===== src/rtl/core/idq_pkg.sv =====
// Shared definitions for the indexed deque: sizes, action and status codes,
// controller states, result word layout and the ring index helper.
// No dependencies.
`timescale 1ns / 1ps

package idq_pkg;

	localparam int DEPTH      = 64;
	localparam int DATA_WIDTH = 32;
	localparam int IDX_W      = $clog2(DEPTH);
	localparam int CNT_W      = $clog2(DEPTH + 1);
	localparam int POS_W      = 6;
	localparam int ACT_W      = 3;
	// width that holds both a position and a count for compares
	localparam int CMP_W      = (CNT_W > POS_W) ? CNT_W : POS_W;

	typedef enum logic [ACT_W-1:0] {
		ACT_PUSH_BACK = 3'd0,
		ACT_POP_BACK  = 3'd1,
		ACT_POP_FRONT = 3'd2,
		ACT_GET       = 3'd3,
		ACT_SET       = 3'd4,
		ACT_INSERT    = 3'd5
	} action_t;

	typedef enum logic [1:0] {
		ST_OK    = 2'd0,
		ST_RANGE = 2'd1,
		ST_EMPTY = 2'd2,
		ST_FULL  = 2'd3
	} status_t;

	typedef enum logic [2:0] {
		S_IDLE,
		S_READ,
		S_SHIFT,
		S_FILL,
		S_RESP
	} state_t;

	typedef struct packed {
		status_t               status;
		logic [DATA_WIDTH-1:0] rdata;
		logic [CNT_W-1:0]      count;
	} result_t;

	typedef struct packed {
		logic                  rd_en;
		logic [IDX_W-1:0]      rd_addr;
		logic                  wr_en;
		logic [IDX_W-1:0]      wr_addr;
		logic [DATA_WIDTH-1:0] wr_data;
	} ram_req_t;

	// ring slot of the entry at offset off from base (off <= DEPTH)
	function automatic logic [IDX_W-1:0] ring_idx(input logic [IDX_W-1:0] base,
		input logic [CNT_W-1:0] off);
		logic [CNT_W:0] sum;
		sum = {{(CNT_W + 1 - IDX_W){1'b0}}, base} + {1'b0, off};
		if (sum >= (CNT_W + 1)'(DEPTH)) begin
			sum = sum - (CNT_W + 1)'(DEPTH);
		end
		return sum[IDX_W-1:0];
	endfunction

endpackage


===== src/rtl/core/idq_ram.sv =====
// Generic simple dual-port RAM: one write port, one read port, registered read.
// No dependencies.
`timescale 1ns / 1ps

module idq_ram #(
	parameter int WIDTH  = 32,
	parameter int DEPTH  = 64,
	parameter int ADDR_W = $clog2(DEPTH)
) (
	input  logic              clk,
	input  logic              wr_en,
	input  logic [ADDR_W-1:0] wr_addr,
	input  logic [WIDTH-1:0]  wr_data,
	input  logic              rd_en,
	input  logic [ADDR_W-1:0] rd_addr,
	output logic [WIDTH-1:0]  rd_data
);

	logic [WIDTH-1:0] mem [DEPTH];

	always_ff @(posedge clk) begin
		if (wr_en) begin
			mem[wr_addr] <= wr_data;
		end
	end

	always_ff @(posedge clk) begin
		if (rd_en) begin
			rd_data <= mem[rd_addr];
		end
	end

endmodule


===== src/rtl/core/idq_ctrl.sv =====
// Deque sequencer: front and occupancy registers, action decode, ring RAM
// access sequence (including the insert shift loop) and the result word.
// Depends on idq_pkg.
`timescale 1ns / 1ps

module idq_ctrl
	import idq_pkg::*;
(
	input  logic                  clk,
	input  logic                  arst_n,
	input  logic                  req_valid,
	output logic                  req_ready,
	input  logic [ACT_W-1:0]      action,
	input  logic [POS_W-1:0]      position,
	input  logic [DATA_WIDTH-1:0] value,
	output ram_req_t              ram_req,
	input  logic [DATA_WIDTH-1:0] ram_rdata,
	output logic                  res_valid,
	input  logic                  res_ready,
	output result_t               res
);

	state_t                state_q, state_d;
	logic [IDX_W-1:0]      front_q, front_d;
	logic [CNT_W-1:0]      occ_q, occ_d;
	logic [CNT_W-1:0]      idx_q, idx_d;
	logic [CNT_W-1:0]      pos_q, pos_d;
	logic [DATA_WIDTH-1:0] val_q, val_d;
	result_t               res_q, res_d;

	logic [CMP_W-1:0] pos_ext;
	logic [CMP_W-1:0] occ_ext;
	logic             in_range;
	logic             full;
	logic             empty;
	logic [CNT_W-1:0] pos_off;
	logic [CNT_W-1:0] occ_m1;
	logic [CNT_W-1:0] occ_p1;
	logic [CNT_W-1:0] idx_m1;
	logic [CNT_W-1:0] idx_m2;

	// range and fill checks on the incoming word
	assign pos_ext  = CMP_W'(position);
	assign occ_ext  = CMP_W'(occ_q);
	assign in_range = pos_ext < occ_ext;
	assign pos_off  = pos_ext[CNT_W-1:0];
	assign full     = occ_q == CNT_W'(DEPTH);
	assign empty    = occ_q == '0;
	assign occ_m1   = occ_q - CNT_W'(1);
	assign occ_p1   = occ_q + CNT_W'(1);
	assign idx_m1   = idx_q - CNT_W'(1);
	assign idx_m2   = idx_q - CNT_W'(2);

	assign req_ready = state_q == S_IDLE;
	assign res_valid = state_q == S_RESP;
	assign res       = res_q;

	always_ff @(posedge clk or negedge arst_n) begin
		if (!arst_n) begin
			state_q <= S_IDLE;
			front_q <= '0;
			occ_q   <= '0;
		end else begin
			state_q <= state_d;
			front_q <= front_d;
			occ_q   <= occ_d;
		end
	end

	always_ff @(posedge clk) begin
		idx_q <= idx_d;
		pos_q <= pos_d;
		val_q <= val_d;
		res_q <= res_d;
	end

	// next state, ring RAM requests and result word
	always_comb begin
		state_d = state_q;
		front_d = front_q;
		occ_d   = occ_q;
		idx_d   = idx_q;
		pos_d   = pos_q;
		val_d   = val_q;
		res_d   = res_q;
		ram_req = '0;

		case (state_q)
			S_IDLE: begin
				if (req_valid) begin
					res_d   = '{status: ST_OK, rdata: '0, count: occ_q};
					state_d = S_RESP;
					case (action)
						ACT_PUSH_BACK: begin
							if (full) begin
								res_d.status = ST_FULL;
							end else begin
								ram_req.wr_en   = 1'b1;
								ram_req.wr_addr = ring_idx(front_q, occ_q);
								ram_req.wr_data = value;
								occ_d           = occ_p1;
								res_d.count     = occ_p1;
							end
						end
						ACT_POP_BACK: begin
							if (empty) begin
								res_d.status = ST_EMPTY;
							end else begin
								ram_req.rd_en   = 1'b1;
								ram_req.rd_addr = ring_idx(front_q, occ_m1);
								occ_d           = occ_m1;
								state_d         = S_READ;
							end
						end
						ACT_POP_FRONT: begin
							if (empty) begin
								res_d.status = ST_EMPTY;
							end else begin
								ram_req.rd_en   = 1'b1;
								ram_req.rd_addr = front_q;
								front_d         = ring_idx(front_q, CNT_W'(1));
								occ_d           = occ_m1;
								state_d         = S_READ;
							end
						end
						ACT_GET: begin
							if (!in_range) begin
								res_d.status = ST_RANGE;
							end else begin
								ram_req.rd_en   = 1'b1;
								ram_req.rd_addr = ring_idx(front_q, pos_off);
								state_d         = S_READ;
							end
						end
						ACT_SET: begin
							if (!in_range) begin
								res_d.status = ST_RANGE;
							end else begin
								ram_req.wr_en   = 1'b1;
								ram_req.wr_addr = ring_idx(front_q, pos_off);
								ram_req.wr_data = value;
							end
						end
						ACT_INSERT: begin
							if (full) begin
								res_d.status = ST_FULL;
							end else if (!in_range) begin
								res_d.status = ST_RANGE;
							end else begin
								// start the shift with the last entry
								ram_req.rd_en   = 1'b1;
								ram_req.rd_addr = ring_idx(front_q, occ_m1);
								idx_d           = occ_q;
								pos_d           = pos_off;
								val_d           = value;
								state_d         = S_SHIFT;
							end
						end
						default: begin
							res_d.status = ST_RANGE;
						end
					endcase
				end
			end
			S_READ: begin
				res_d   = '{status: ST_OK, rdata: ram_rdata, count: occ_q};
				state_d = S_RESP;
			end
			S_SHIFT: begin
				// move entry idx-1 to idx, fetch idx-2 while still above pos
				ram_req.wr_en   = 1'b1;
				ram_req.wr_addr = ring_idx(front_q, idx_q);
				ram_req.wr_data = ram_rdata;
				idx_d           = idx_m1;
				if (idx_m1 > pos_q) begin
					ram_req.rd_en   = 1'b1;
					ram_req.rd_addr = ring_idx(front_q, idx_m2);
				end else begin
					state_d = S_FILL;
				end
			end
			S_FILL: begin
				ram_req.wr_en   = 1'b1;
				ram_req.wr_addr = ring_idx(front_q, pos_q);
				ram_req.wr_data = val_q;
				occ_d           = occ_p1;
				res_d           = '{status: ST_OK, rdata: '0, count: occ_p1};
				state_d         = S_RESP;
			end
			S_RESP: begin
				if (res_ready) begin
					state_d = S_IDLE;
				end
			end
			default: begin
				state_d = S_IDLE;
			end
		endcase
	end

	// occupancy never passes the ring size
	a_occ_bound: assert property (@(posedge clk) disable iff (!arst_n)
		occ_q <= CNT_W'(DEPTH))
		else $error("occupancy above depth");

	// shift loop never reads the slot it writes in the same cycle
	a_no_rw_clash: assert property (@(posedge clk) disable iff (!arst_n)
		ram_req.rd_en && ram_req.wr_en |-> ram_req.rd_addr != ram_req.wr_addr)
		else $error("read and write to the same slot");

	// the shift loop is entered only from idle or from itself
	a_shift_entry: assert property (@(posedge clk) disable iff (!arst_n)
		state_q == S_SHIFT |-> $past(state_q) == S_IDLE || $past(state_q) == S_SHIFT)
		else $error("shift entered from wrong state");

	// a result word holds steady while it waits for the output register
	a_res_hold: assert property (@(posedge clk) disable iff (!arst_n)
		res_valid && !res_ready |=> res_valid && $stable(res_q))
		else $error("result changed while stalled");

endmodule


===== src/rtl/core/indexed_deque.sv =====
// Indexed deque top level: ring RAM, sequencer and the output register.
// Depends on idq_pkg, idq_ram and idq_ctrl.
//
// Usage:
//   Request channel (req_valid/req_ready) carries one word: action, position
//   and value. Response channel (rsp_valid/rsp_ready) returns one word per
//   request: status, read_value and entry_count, in request order.
//   One request is worked at a time; req_ready is high while the sequencer
//   is idle. The output register lets the next request in while a response
//   word waits for the receiver.
//   Steps per request, set by the single-port-per-direction ring RAM with
//   its registered read:
//     push, set and any refused action: straight to the response
//     pop back, pop front, get:         one RAM read, then the response
//     insert:                           (count - position) shifts, one shifted
//                                       entry per cycle, then the new value
//   The response word shows in the cycle after the sequencer hands it over.
//   Reset empties the queue (front and count cleared); the RAM needs no
//   clearing, since only written slots are ever read.
//   If the receiver stalls, the response word holds in the output register,
//   one more result waits in the sequencer, and requests are refused after.
`timescale 1ns / 1ps

module indexed_deque
	import idq_pkg::*;
(
	input  logic                  clk,
	input  logic                  arst_n,
	input  logic                  req_valid,
	output logic                  req_ready,
	input  logic [ACT_W-1:0]      action,
	input  logic [POS_W-1:0]      position,
	input  logic [DATA_WIDTH-1:0] value,
	output logic                  rsp_valid,
	input  logic                  rsp_ready,
	output logic [1:0]            status,
	output logic [DATA_WIDTH-1:0] read_value,
	output logic [CNT_W-1:0]      entry_count
);

	ram_req_t              ram_req;
	logic [DATA_WIDTH-1:0] ram_rdata;
	logic                  res_valid;
	logic                  res_ready;
	result_t               res;

	logic                  out_valid_q;
	result_t               out_q;

	idq_ctrl u_ctrl (
		.clk       (clk),
		.arst_n    (arst_n),
		.req_valid (req_valid),
		.req_ready (req_ready),
		.action    (action),
		.position  (position),
		.value     (value),
		.ram_req   (ram_req),
		.ram_rdata (ram_rdata),
		.res_valid (res_valid),
		.res_ready (res_ready),
		.res       (res)
	);

	idq_ram #(
		.WIDTH (DATA_WIDTH),
		.DEPTH (DEPTH)
	) u_ram (
		.clk     (clk),
		.wr_en   (ram_req.wr_en),
		.wr_addr (ram_req.wr_addr),
		.wr_data (ram_req.wr_data),
		.rd_en   (ram_req.rd_en),
		.rd_addr (ram_req.rd_addr),
		.rd_data (ram_rdata)
	);

	// output register: loads when empty or being drained
	assign res_ready = !out_valid_q || rsp_ready;

	always_ff @(posedge clk or negedge arst_n) begin
		if (!arst_n) begin
			out_valid_q <= 1'b0;
		end else if (res_valid && res_ready) begin
			out_valid_q <= 1'b1;
		end else if (rsp_ready) begin
			out_valid_q <= 1'b0;
		end
	end

	always_ff @(posedge clk) begin
		if (res_valid && res_ready) begin
			out_q <= res;
		end
	end

	assign rsp_valid   = out_valid_q;
	assign status      = out_q.status;
	assign read_value  = out_q.rdata;
	assign entry_count = out_q.count;

endmodule


===== config.mk =====
export PLATFORM = sky130hd
export DESIGN_NAME = indexed_deque
export DESIGN_NICKNAME = d
export VERILOG_FILES = /design/src/rtl/core/idq_pkg.sv /design/src/rtl/core/idq_ram.sv /design/src/rtl/core/idq_ctrl.sv /design/src/rtl/core/indexed_deque.sv
export SDC_FILE = /design/constraint.sdc
export NUM_CORES = 2
export LEC_CHECK = 0
export ABC_AREA = 1
export BUFFER_PORTS_ARGS = -buffer_cell sky130_fd_sc_hd__buf_2
export CAP_MARGIN = 20
export CORE_ASPECT_RATIO = 1.5
export CORE_UTILIZATION = 60
export DETAILED_ROUTE_END_ITERATION = 8
export PLACE_DENSITY_LB_ADDON = 0.05
export SLEW_MARGIN = 40
export SYNTH_ARGS = -nofsm -noshare
export SYNTH_HDL_FRONTEND = slang
export SYNTH_HIERARCHICAL = 1
export SYNTH_SLANG_ARGS = --single-unit

===== constraint.sdc =====
create_clock -name clk -period 7.42 [get_ports clk]
set_clock_uncertainty 0.1 [all_clocks]
set_input_delay 0 -clock clk [delete_from_list [all_inputs] [get_ports clk]]
set_output_delay 0 -clock clk [all_outputs]
set_load 0.03 [all_outputs]

==> out/metrics.yaml <==
die_area_sq_mm: 0.154
gp_congestion: 0.934
finalHoldViolCount: 0
synth_edf_count: 2207
ys_types: 41
htree_levels: 4
first_pass_iters: 6
io_buffers: 87
irDropWorstVdd_uv: 240
critical-path-slowest-cell: "nor2_4"
cts_sinks: 2224
drc: 0
tritoncts: "yes"
use_met3: 0.0516
relSlewSlack: 0.358
wl_um: 262000
p_int_mw: 20.0
p_comb_frac: 0.057
syn_area_per_cell_sq_um: 11.9
clkTransAtPathRegs_ps: 60
grt_pass1_wl_um: 382000
totalNegativeSetupSlack_ps: 0
grt_pass1_vias: 59000
routed-via-count: 61200
hp-class: "in2reg"
crit_chain: "inv_1, nor2_4, nand2_1, inv_1, o21ai_0, ha_1, inv_1, fa_1, or2_2, nand2_1, a21oi_1, o21ai_0, a21o_1, nand2_1, nor2_1, nand3_1, nor2_4, buf_4"
yosysWarningCount: 6
seq_area_frac_synth: 0.730
seqPwrFrac: 0.543
hp-start: "req_valid"
crit_fanout: 22
synth_common_cells: "nand2_1, edfxtp_1, nand3_1, buf_2, inv_1"
fmax_mhz: 167
cts_buffer_depth: 3
fp.dieW_um: 321
finalMaxSlewViolations: 0
cts_made_buffers: 198
syn_area_sq_mm: 0.0914
grt-ovfl-total: 0
die_h_um: 480
coreArea_sq_mm: 0.151
crit_start: "u_ctrl/state_q[1]$_DFFE_PN0P_"
setup_viol: 0
max_stage_delay_ps: 900
clk_latency_ps: 850
synth.most_common_cell: "nand2_1"
drt-initial-drc-count: 7981
pin_count: 88
power.density_mw_per_mm2: 252
grt_use_met2: 0.547
power_leakage_nw: 36.6
grt_max_degree: 169
end_kind: "flip-flop"
vias_per_cell: 6.12
swShare: 0.223
r2r-start: "u_ctrl/state_q[1]$_DFFE_PN0P_"
clkPwrFrac: 0.400
crit_path_start_kind: "flip-flop"
track_usage: 0.341
dp_cells: 9522
ys.flop_type: "edfxtp_1"
postRouteAntennaNets: 0
synth_nets: 7778
cp_data_required_time_ps: 7850
syn_inst: 7686
worst_pin_slew_ps: 963
post-synth-top-area-cell: "edfxtp_1"
finalCritPeriodShare: 0.809
cts_root_buf: "clkbuf_16"
dp_hpwl_um: 143000
rows: 175
area_delta_synth_final_pct: 11.8
path_class: "reg2reg"
status: "finished clean"
drv_cap: 0
use_met1: 0.462
antenna_found_initial: 6
crit_arrival_ps: 6430
synth_top_area_share: 0.725
drive_above_1_share: 0.0887
period_needed_ps: 6000
yosys_register_bits: 2224
initial_utilization: 0.604
synth_area_leaders: "edfxtp_1, nand3_1, nand2_1"
wire_per_inst_um: 26.2
finalNetCount: 7877
async_flop_share: 0.00764
rsz0062_at_grt: "false"
grt_busiest_layer: "met2"
p_switching_mw: 5.72
stdcell_count: 10000
==> cell type report <==
cell class,count,area [sq um]
flip-flops and latches,2224,66700
fillers,11000,49200
multi-input cells,4839,22500
clock buffers,237,5230
repair buffers,369,3320
well taps,2035,2550
clock inverters,135,1220
inverters,153,614
diodes,8,20.0
==> worst max-delay path: cells and delay by family (launching register included) <==
kind,cells,cell delay [ps]
compound gates,4,700
fa+ha+maj,2,630
buf+inv,4,800
flops,1,400
simple gates,8,3000
==> power groups by stage <==
stage | clock network (mW) | registers (mW) | logic (mW)
6_report | 10.3 | 14.0 | 1.46
2_1_floorplan | 0 | 14.2 | 0.726
3_3_place_gp | 0 | 14.2 | 1.35
3_5_place_dp | 0 | 14.2 | 1.38
4_1_cts | 10.4 | 14.0 | 1.42
5_1_grt | 10.8 | 14.0 | 1.54
==> state kept, by name, indices dropped and copies added (netlist names) <==
name            count
u_ctrl/pos_q        6
u_ctrl/occ_ext      7
u_ctrl/front_q      6
rsp_valid           1
u_ctrl/res         41
u_ctrl/state_q      3
u_ctrl/val_q       32
entry_count         7
u_ram/mem        2048
status              2
u_ctrl/idx_q        7
read_value         32
u_ram/rd_data      32
==> routing by layer <==
metal  wire [um]  vias up  part of all wire
met4       12100        2             0.046
li1            -    27400                 -
met5          11        -          0.000042
met2      125000     3324              0.48
met3       24600      571             0.094
met1      100000    30000              0.38
==> worst paths after layout <==
path                                                      end  slack, ps  depth (start not counted)
max in group asynchronous       u_ctrl/state_q[0]$_DFFE_PN0P_       6660                          4
worst max-delay path              u_ram/mem[36][30]$_DFFE_PP_       1420                         18
worst min register to register        read_value[0]$_DFFE_PP_        320                          0
worst max register to register    u_ram/mem[36][30]$_DFFE_PP_       1420                         18
min in group asynchronous       u_ctrl/front_q[3]$_DFFE_PN0P_        220                          4
worst min-delay path            u_ctrl/state_q[1]$_DFFE_PN0P_         80                          4
==> through the flow <==
step | hold WS (ps) | util | instance area (sq um) | setup WS [ps] | total power [mW]
after floorplan | -396 | - | 91400 | 1850 | 15.0
after global placement | -118 | 0.624 | 94400 | 1370 | 15.6
after detailed placement | -114 | 0.625 | 94500 | 1480 | 15.6
after CTS | 26.2 | 0.673 | 102000 | 1430 | 25.8
after global routing | 97.9 | 0.675 | 102000 | 1090 | 26.3
final | 77.0 | 0.675 | 102000 | 1420 | 25.7
==> cells in the final DEF (no fill, tap or decap), drive strengths merged, types with 3 or more instances in the layout <==
cell,n
a21o,3
a21oi,32
a22oi,33
a31oi,5
buf,276
bufinv,20
clkbuf,239
clkinv,96
clkinvlp,12
dfrtp,17
diode,8
dlygate4sd3,91
edfxtp,2207
fa,5
ha,42
inv,160
nand2,2487
nand3,1986
nand4,9
nor2,133
nor3,20
o211ai,5
o21ai,31
o21bai,4
or2,4
xnor2,11
xor2,22
==> repair_timing <==
item | in CTS | in global routing
hold buffers | 91 | 1
setup buffers | 0 | 0
endpoints found under the hold margin | 1067 | 17
gates resized for setup | 0 | 0
==> kinds of logic (layout without fill, tap and decap cells) <==
logic type,Yosys count,count (layout),synth area share
adders and majority gates,47,47,0.00685
DFF,2224,2224,0.730
muxes,1,1,0.000123
xor gates and xnor gates,33,33,0.00316
AOI/OAI and AO/OA,118,118,0.00803
and+or+nand+nor,4640,4640,0.219
other,0,8,0
buffers and inverters,623,894,0.0328
No activity file was read; power rests on OpenSTA's default activity.
